### src/terminal_page_break_scanner_core_macros.svh
// assertion macros shared by the page break scanner rtl
`ifndef TERMINAL_PAGE_BREAK_SCANNER_CORE_MACROS_SVH
`define TERMINAL_PAGE_BREAK_SCANNER_CORE_MACROS_SVH

// property that must hold at every clock edge out of reset
`define TPBS_ASSERT_ALWAYS(lbl, expr) \
    lbl: assert property (@(posedge clk) disable iff (!rst_n) (expr)) \
        else $error("tpbs assertion failed");

// condition in this cycle implies a result in the next cycle
`define TPBS_ASSERT_NEXT(lbl, cond, expr) \
    lbl: assert property (@(posedge clk) disable iff (!rst_n) (cond) |=> (expr)) \
        else $error("tpbs assertion failed");

`endif

### src/tpbs_pkg.sv
// types, character codes and the per-byte classify function of the page break scanner
`timescale 1ns / 1ps

package tpbs_pkg;

    // character codes
    localparam logic [7:0] CH_ESC = 8'h1B;
    localparam logic [7:0] CH_AMP = 8'h26;
    localparam logic [7:0] CH_M   = 8'h6D;
    localparam logic [7:0] CH_CR  = 8'h0D;
    localparam logic [7:0] CH_LF  = 8'h0A;

    localparam logic [8:0] LINE_MAX = 9'd511;
    localparam logic [7:0] PAGE_LENGTH_RESET = 8'd22;

    // stream state carried between bytes
    typedef struct packed {
        logic [7:0] column;
        logic [8:0] line;
        logic       escape;
        logic [7:0] prior0;
        logic [7:0] prior1;
    } tpbs_state_t;

    // one classified byte and the state it leaves
    typedef struct packed {
        tpbs_state_t st;
        logic        brk;
    } tpbs_step_t;

    // one output queue entry
    typedef struct packed {
        logic [7:0] data;
        logic       page_start;
        logic       last;
    } tpbs_entry_t;

    function automatic tpbs_state_t clear_state();
        tpbs_state_t s;
        s.column = 8'd1;
        s.line   = 9'd1;
        s.escape = 1'b0;
        s.prior0 = 8'd0;
        s.prior1 = 8'd0;
        return s;
    endfunction

    function automatic logic [8:0] line_up(logic [8:0] line);
        logic [8:0] r;
        r = (line < LINE_MAX) ? line + 9'd1 : line;
        return r;
    endfunction

    // classify byte c with lookahead nxt
    function automatic tpbs_step_t classify(tpbs_state_t st_in, logic [7:0] c,
                                            logic [7:0] nxt, logic [7:0] page_len,
                                            logic [7:0] cols);
        tpbs_step_t r;
        tpbs_state_t s;
        logic brk;
        s   = st_in;
        brk = (page_len != 8'd0) && (s.line > {1'b0, page_len});
        if (brk)
        begin
            s.column = 8'd1;
            s.line   = 9'd1;
            s.escape = 1'b0;
        end
        if (c == CH_ESC && !s.escape)
        begin
            s.escape = 1'b1;
        end
        else if (!s.escape && c == CH_AMP && nxt != CH_AMP)
        begin
            s.escape = 1'b1;
        end
        else if (c == CH_M && s.escape)
        begin
            s.escape = 1'b0;
        end
        else if (s.escape && st_in.prior1 == CH_AMP)
        begin
            s.escape = 1'b0;
        end
        else if (!s.escape)
        begin
            if (c == CH_CR)
            begin
                s.column = 8'd1;
            end
            else if (c == CH_LF)
            begin
                s.line = line_up(s.line);
            end
            else if (s.column > cols)
            begin
                s.column = 8'd1;
                s.line   = line_up(s.line);
            end
            else
            begin
                s.column = s.column + 8'd1;
            end
        end
        s.prior1 = st_in.prior0;
        s.prior0 = c;
        r.st  = s;
        r.brk = brk;
        return r;
    endfunction

endpackage

### src/terminal_page_break_scanner_core.sv
// top level of the terminal page break scanner: classify logic and output queue
//
//  channel | signals                              | direction
//  --------+--------------------------------------+----------
//  in      | in_valid in_ready in_byte in_last    | to core
//  out     | out_valid out_ready out_byte         | from core
//          | page_start out_last                  |
//  cfg     | cfg_valid cfg_ready cfg_data         | to core
//
// one input transfer per cycle while in_ready is high. a byte not marked last is held and
// classified, with the next byte as lookahead, when that byte is taken; its result then
// enters the four-entry output queue. a last byte is pushed at once, with any held byte.
// in_ready drops while the queue holds three or more entries (out_ready stalls).
// reset clears the stream state, empties the queue and sets page_length to 22.
`timescale 1ns / 1ps

`include "terminal_page_break_scanner_core_macros.svh"

module terminal_page_break_scanner_core #(
    parameter int PAGE_COLUMNS = 80
) (
    input  logic       clk,
    input  logic       rst_n,
    input  logic       in_valid,
    output logic       in_ready,
    input  logic [7:0] in_byte,
    input  logic       in_last,
    output logic       out_valid,
    input  logic       out_ready,
    output logic [7:0] out_byte,
    output logic       page_start,
    output logic       out_last,
    input  logic       cfg_valid,
    output logic       cfg_ready,
    input  logic [7:0] cfg_data
);

    localparam logic [7:0] COLS = 8'(PAGE_COLUMNS);

    tpbs_pkg::tpbs_state_t st_reg, st_next;
    logic [7:0]            held_byte_reg, held_byte_next;
    logic                  held_valid_reg, held_valid_next;
    logic [7:0]            page_length_reg;

    tpbs_pkg::tpbs_entry_t queue_reg [4];
    logic [1:0]            wr_ptr_reg, wr_ptr_next;
    logic [1:0]            rd_ptr_reg, rd_ptr_next;
    logic [2:0]            count_reg, count_next;

    logic                  in_fire, out_fire;
    tpbs_pkg::tpbs_step_t  step_held, step_last;
    tpbs_pkg::tpbs_state_t st_mid;
    tpbs_pkg::tpbs_entry_t entry_a, entry_b;
    logic                  push_a, push_b;

    // handshakes
    assign in_ready  = (count_reg < 3'd3);
    assign in_fire   = in_valid && in_ready;
    assign out_valid = (count_reg != 3'd0);
    assign out_fire  = out_valid && out_ready;
    assign cfg_ready = 1'b1;

    // queue head drives the result ports
    assign out_byte   = queue_reg[rd_ptr_reg].data;
    assign page_start = queue_reg[rd_ptr_reg].page_start;
    assign out_last   = queue_reg[rd_ptr_reg].last;

    // held byte classified with the new byte as lookahead, then the last byte if marked
    always_comb
    begin
        step_held = tpbs_pkg::classify(st_reg, held_byte_reg, in_byte,
                                       page_length_reg, COLS);
        st_mid    = held_valid_reg ? step_held.st : st_reg;
        step_last = tpbs_pkg::classify(st_mid, in_byte, 8'd0, page_length_reg, COLS);
    end

    // next stream state and queue writes
    always_comb
    begin
        st_next         = st_reg;
        held_byte_next  = held_byte_reg;
        held_valid_next = held_valid_reg;
        push_a          = 1'b0;
        push_b          = 1'b0;
        entry_a.data       = in_byte;
        entry_a.page_start = step_last.brk;
        entry_a.last       = 1'b1;
        entry_b.data       = in_byte;
        entry_b.page_start = step_last.brk;
        entry_b.last       = 1'b1;
        if (held_valid_reg)
        begin
            entry_a.data       = held_byte_reg;
            entry_a.page_start = step_held.brk;
            entry_a.last       = 1'b0;
        end
        if (in_fire)
        begin
            push_a = held_valid_reg || in_last;
            push_b = held_valid_reg && in_last;
            if (in_last)
            begin
                st_next         = tpbs_pkg::clear_state();
                held_byte_next  = 8'd0;
                held_valid_next = 1'b0;
            end
            else
            begin
                st_next         = st_mid;
                held_byte_next  = in_byte;
                held_valid_next = 1'b1;
            end
        end
        wr_ptr_next = wr_ptr_reg + {1'b0, push_a} + {1'b0, push_b};
        rd_ptr_next = rd_ptr_reg + {1'b0, out_fire};
        count_next  = count_reg + {2'b0, push_a} + {2'b0, push_b} - {2'b0, out_fire};
    end

    // control and stream state
    always_ff @(posedge clk or negedge rst_n)
    begin
        if (!rst_n)
        begin
            st_reg          <= tpbs_pkg::clear_state();
            held_byte_reg   <= 8'd0;
            held_valid_reg  <= 1'b0;
            page_length_reg <= tpbs_pkg::PAGE_LENGTH_RESET;
            wr_ptr_reg      <= 2'd0;
            rd_ptr_reg      <= 2'd0;
            count_reg       <= 3'd0;
        end
        else
        begin
            st_reg         <= st_next;
            held_byte_reg  <= held_byte_next;
            held_valid_reg <= held_valid_next;
            wr_ptr_reg     <= wr_ptr_next;
            rd_ptr_reg     <= rd_ptr_next;
            count_reg      <= count_next;
            if (cfg_valid && cfg_ready)
            begin
                page_length_reg <= cfg_data;
            end
        end
    end

    // output queue storage
    always_ff @(posedge clk)
    begin
        if (push_a)
        begin
            queue_reg[wr_ptr_reg] <= entry_a;
        end
        if (push_b)
        begin
            queue_reg[wr_ptr_reg + 2'd1] <= entry_b;
        end
    end

    // checks
    `TPBS_ASSERT_ALWAYS(a_count_bound, count_reg <= 3'd4)
    `TPBS_ASSERT_NEXT(a_last_clears_hold, in_fire && in_last, !held_valid_reg)
    `TPBS_ASSERT_NEXT(a_double_push, in_fire && in_last && held_valid_reg && !out_fire,
        count_reg == $past(count_reg) + 3'd2)
    `TPBS_ASSERT_ALWAYS(a_idle_state_clear,
        held_valid_reg || (st_reg.line == 9'd1 && st_reg.column == 8'd1 && !st_reg.escape))

endmodule
### config.mk
export PLATFORM = sky130hd
export DESIGN_NAME = terminal_page_break_scanner_core
export DESIGN_NICKNAME = d
export VERILOG_FILES = /design/src/tpbs_pkg.sv /design/src/terminal_page_break_scanner_core.sv
export VERILOG_INCLUDE_DIRS = /design/src /design/src/src
export SDC_FILE = /design/constraint.sdc
export NUM_CORES = 1
export LEC_CHECK = 0
export ABC_AREA = 0
export BUFFER_PORTS_ARGS = -buffer_cell sky130_fd_sc_hd__buf_2
export CAP_MARGIN = 20
export CORE_MARGIN = 2
export CORE_UTILIZATION = 35
export DETAILED_ROUTE_END_ITERATION = 12
export GPL_TIMING_DRIVEN = 0
export PLACE_DENSITY = 0.63
export REMOVE_ABC_BUFFERS = 1
export SYNTH_ARGS = -nofsm -noshare
export SYNTH_HDL_FRONTEND = slang
export SYNTH_SLANG_ARGS = --single-unit
### constraint.sdc
create_clock -name clk -period 11.7 [get_ports clk]
set_input_delay 1.755 -clock clk [delete_from_list [all_inputs] [get_ports clk]]
set_output_delay 1.755 -clock clk [all_outputs]
set_load 0.005 [all_outputs]
**Word level (Yosys, flattened, before mapping)**

Memory sizes are Yosys's and may differ from the RTL's.
Index checks and enable logic that the tools add are counted.

- Add/sub/neg operators: 9
- $lt $le $gt $ge: 5
- Equality and inequality tests: 7
- Multiplexer cells: 28
- Reductions and logical operators: 16

Operators by type and width:

| kind | count |
|---|---|
| 17-bit 2-to-1 mux | 5 |
| 34-bit 2-to-1 mux | 2 |
| 9-bit 2-to-1 mux | 4 |
| 8-bit 2-to-1 mux | 4 |
| 9-bit by 8-bit > comparator with 1-bit output | 2 |
| 18-bit 2-to-1 mux | 1 |
| 8-bit by 4-bit equality test with 1-bit output, second input constant | 2 |
| 8-bit by 6-bit equality test with 1-bit output, second input constant | 2 |
| 1-bit 2-to-1 mux | 11 |
| 1-bit logical AND | 10 |
| 10-bit 2-to-1 mux | 1 |
| 9-bit by 1-bit adder with 9-bit output, second input constant | 1 |
| 9-bit < comparator, second input constant | 1 |
| 8-bit by 1-bit adder with 8-bit output, second input constant | 1 |
| 8-bit by 5-bit equality test with 1-bit output, second input constant | 1 |
| 8-bit by 7-bit equality test with 1-bit output, second input constant | 1 |
| 8-bit by 7-bit > comparator with 1-bit output, second input constant | 1 |
| 8-bit by 6-bit inequality test with 1-bit output, second input constant | 1 |
| 8-bit nonzero test | 1 |
| 2-bit by 1-bit adder with 2-bit output | 3 |
| 3-bit by 1-bit adder with 3-bit output | 2 |
| 3-bit by 2-bit < comparator with 1-bit output, second input constant | 1 |
| 3-bit nonzero test | 1 |
| 3-bit by 1-bit subtractor with 3-bit output | 1 |
| other kinds (5) | 5 |

- Flip-flop bits (word level): 58
- RAM bits: 40
- Input port bits: 22
- Output and inout port bits: 13
- Word-level logic and storage cells: 77
- Memories kept: 1

Memories:

| name | words | width | rd ports | clocked after Yosys merged registers in | write ports | RTL line | source |
|---|---|---|---|---|---|---|---|
| queue_reg | 4 | 10 | 1 | 0 | 2 | terminal_page_break_scanner_core.sv:45 | `tpbs_pkg::tpbs_entry_t queue_reg [4];` |

**Depth between registers and ports, before layout**

- Depth after elaboration: 17
- Depth in mapped cells: 25

**Worst setup path after synthesis**

Ideal clock, no wire load.

- Path kind: reg-to-reg
- From: register page_length_reg[2]
- To: memory queue_reg[1][1] (netlist name) (data pin)
- Setup time: 261 ps
- Arrival: 4807 ps
- Slack: 6631 ps
- Cell stages (with the launch flop): 26
- Path buffers: 2
- Cell sequence: dfstp_2 -> inv_1 -> ha_1 -> and4_1 -> a221o_1 -> a2111oi_4 -> or2_0 -> buf_2 -> buf_6 -> nand2_1 -> ha_1 -> nor4b_1 -> o21bai_1 -> nor2_2 -> nor4_1 -> nand2_1 -> nand3_1 -> nand2_1 -> ha_1 -> nor2b_1 -> o21a_1 -> o21ai_0 -> a21oi_1 -> nor4_1 -> o32a_1 -> o21ai_0

RTL lines:

| item | RTL line | source |
|---|---|---|
| from (decl) | terminal_page_break_scanner_core.sv:43 | `logic [7:0] page_length_reg;` |
| from (signal assigned) | terminal_page_break_scanner_core.sv:127 | `page_length_reg <= tpbs_pkg::PAGE_LENGTH_RESET;` |
| from (signal assigned) | terminal_page_break_scanner_core.sv:142 | `page_length_reg <= cfg_data;` |
| to (decl) | terminal_page_break_scanner_core.sv:45 |  |

==> results.md <==
- Area growth from synthesis to layout: 12.1%
- Final Max Slew Viols: 0
- Num CTS Buffers: 9
- Synthesized area per cell: 10.7 um^2
- DRC Markers: 0
- Proportion of layout cells with a drive suffix above 1: 16.9%
- Switching share of total power: 38.5%
- Largest net degree at the start of global routing: 38
- PortBufs: 33
- CP Capture Type: register
- Synth Register Bits: 98
- Max stage delay on crit path: 0.82 ns
- Slowest-stage cell, CP: or2_0
- Final setup viols: 0
- Reg-to-Reg Start: page_length_reg[2]
- CTS tree: done
- Main flop type after synthesis: dfrtp_1
- Max-Slew Margin vs Limit: 33.1%
- Comb power frac: 34.6%
- Vias in the first global route: 4384
- Layout Nets: 599
- Placed Instances: 756
- Internal cell power: 849 uW
- Wire length per cell: 18.4 um
- Cell count after synthesis: 531
- Die Area: 17300 um^2
- Die width: 131 um
- CTS max path bufs: 2
- Post-synth EDFFs: 36
- Final wirelength: 14200 um
- DRC violation total after the first TritonRoute iteration: 442
- Post-synth ARST share: 59.2%
- RSZ-0062 raised after global routing: false
- Req. time, crit path: 11.79 ns
- Crit path from: page_length_reg[2]
- Latest clock arrival within the worst-skew pair: 0.35 ns
- Leak: 0.00258 uW
- Status: finished clean
- Pre-CTS WS: 5.29 ns
- Final total negative setup slack: 0 ns
- Post-CTS setup buffers: 0
- Hold Buf Count CTS: 0
- Yosys cell types: 78
- Delay-heaviest family, CP: simple AND/OR/NAND/NOR gates
- Clock Pin Slew Worst Setup and Hold Paths: 0.07 ns
- Flop pwr share: 41.6%
- Worst path cell trace: inv_1 -> ha_1 -> and4_1 -> a221o_1 -> a2111oi_4 -> or2_0 -> nand2_1 -> ha_1 -> nor4b_1 -> o21bai_1 -> nor2_2 -> nor4_1 -> nand2_1 -> nand3_1 -> nand2_1 -> ha_1 -> nor2b_1 -> o21a_1 -> o21ai_0 -> a21oi_1 -> nor4_1 -> o32a_1 -> o21ai_0
- Multi-input gate area: 2830 um^2
- Core Area: 15900 um^2
- Hold_sp: queue_reg[2][0]
- Fillers: 1530
- Reg-to-reg slack, setup: 5.13 ns
- Synthesized area: 5680 um^2
- Skew final: 0.00949 ns
- Sw power: 531 uW
- Max frequency: 152 MHz
- Filler-free cell count of the finished design: 772
- Commonest cells after routing, fill and taps aside: nand2_1 (61), dfrtp_1 (53), a22o_1 (50)
- Total iterations of the first detailed-routing run: 5
- CP bufs+invs: 1
- Capture point of the worst reg-to-reg path: queue_reg[1][1]
- Worst slew pin tran: 1.00 ns
- Largest register FFs: 40
- Initial antenna violation count: 0
- Post-CTS sizing: 0
- Worst hold path type: register to register
- Final Critical Period: 6.57 ns
- VDD IR max: 0.0833 mV
- Setup CP Type: register to register
- Initial Util: 35.7%
- Worst reg2reg path depth: 23
- Setup WS post-layout: 5.13 ns
- Critical path depth: 23
- H-tree levels: 3
- ANT nets after route: 0
- Fin. Hold Viols: 0
- Pwr dens: 217 nW/um^2
- CP Launch Type: register
- First-pass GRT wire length: 23100 um
- Crit path max fanout: 14
- ANT cells: 0
- Grt ovf: 0
- Clock network power share: 23.8%
- Post-route clock period utilization: 56.2%
- Max-cap violation count: 0
- Clk sinks: 98
- Total track usage: 16.7%
- Vias/cell: 5.77
- Die Ht: 131 um
- DPL Wire Length: 10300 um
- Row Count: 46
- Register area: 2620 um^2
- Commonest non-fill, non-tap cell in the layout: nand2_1
- WP data arrival: 6.66 ns
- GP Congestion: 0.863
- Register area share after synthesis: 46.1%
- Via count: 4452
- Critical path endpoint: queue_reg[1][1]
- Top Ports: 35
- YS warnings: 0
- Final hold slack: 0.462 ns
- CTS root buf: clkbuf_16
-- cells in the mapped netlist (5+ instances only) --
library cell / instances / area (um^2)
nor4_1: 7 / 43.8
or3_1: 6 / 37.5
nand3b_1: 10 / 75.1
xor2_1: 5 / 43.8
nand4_1: 11 / 68.8
nor3_1: 8 / 40.0
a21oi_1: 16 / 80.1
nand3_1: 16 / 80.1
mux4_2: 10 / 225
ha_1: 22 / 275
nand2_1: 61 / 229
o21ai_0: 29 / 145
clkbuf_1: 21 / 78.8
o21a_1: 5 / 37.5
dfrtp_1: 53 / 1330
dfstp_2: 5 / 131
and2_1: 5 / 31.3
inv_1: 23 / 86.3
nand2b_1: 5 / 31.3
a22o_1: 50 / 438
nor2_1: 24 / 90.1
edfxtp_1: 36 / 1080
-- power groups by stage --
stage | combinational (uW) | sequential, uW | clock [uW]
6_report | 478 | 574 | 328
5_1_grt | 527 | 588 | 344
4_1_cts | 477 | 573 | 331
3_5_place_dp | 474 | 579 | 0
3_3_place_gp | 451 | 573 | 0
2_1_floorplan | 342 | 534 | 0
-- layout make-up --
type                    count  share of cell area [%]
inverters                  24                    1.42
multi-input cells         379                    44.5
flip-flops and latches     98                    41.1
repair buffers             40                    3.64
well taps                 216                    4.25
clock buffers               9                    3.54
clock inverters             6                    1.53
-- stage by stage --
stage	cell area [um^2]	power (uW)	utilization, %
after floorplan	5540	876	-
final	6360	1380	40.1
after global placement	5970	1020	37.6
after global routing	6360	1460	40.1
after CTS	6360	1380	40.0
after detailed placement	6030	1050	38.0
-- metal layers --
metal | track usage (%) | wire length, um | share of wire [%] | vias up
li1 | - | - | - | 2062
met1 | 21.4 | 6180 | 44 | 2222
met2 | 28.2 | 7000 | 49 | 143
met3 | 1.93 | 594 | 4.2 | 25
met4 | 8.21 | 400 | 2.8 | 0
met5 | 0 | 0 | 0 | -
-- kinds of logic (layout without fill, tap and decap cells) --
| logic type | Yosys count | count (layout) | synth area share, % |
|---|---|---|---|
| other | 1 | 1 | 0.0661 |
| DFF | 98 | 98 | 46.1 |
| and+or+nand+nor | 188 | 188 | 18.6 |
| muxes | 15 | 15 | 5.03 |
| xor gates and xnor gates | 9 | 9 | 1.39 |
| adders and majority gates | 25 | 25 | 5.91 |
| buffers and inverters | 54 | 79 | 4.06 |
| AOI/OAI and AO/OA | 141 | 141 | 18.9 |
-- worst min-delay path by stage --
stage | end | slack, ns | cells after the start
2_1_floorplan | queue_reg[2][0] | 0.42 | 1
3_3_place_gp | queue_reg[0][0] | 0.44 | 1
3_5_place_dp | queue_reg[2][0] | 0.45 | 1
4_1_cts | queue_reg[2][0] | 0.47 | 1
5_1_grt | queue_reg[2][0] | 0.49 | 1
6_report | queue_reg[2][0] | 0.46 | 1
(Power assumes the default switching activity.)
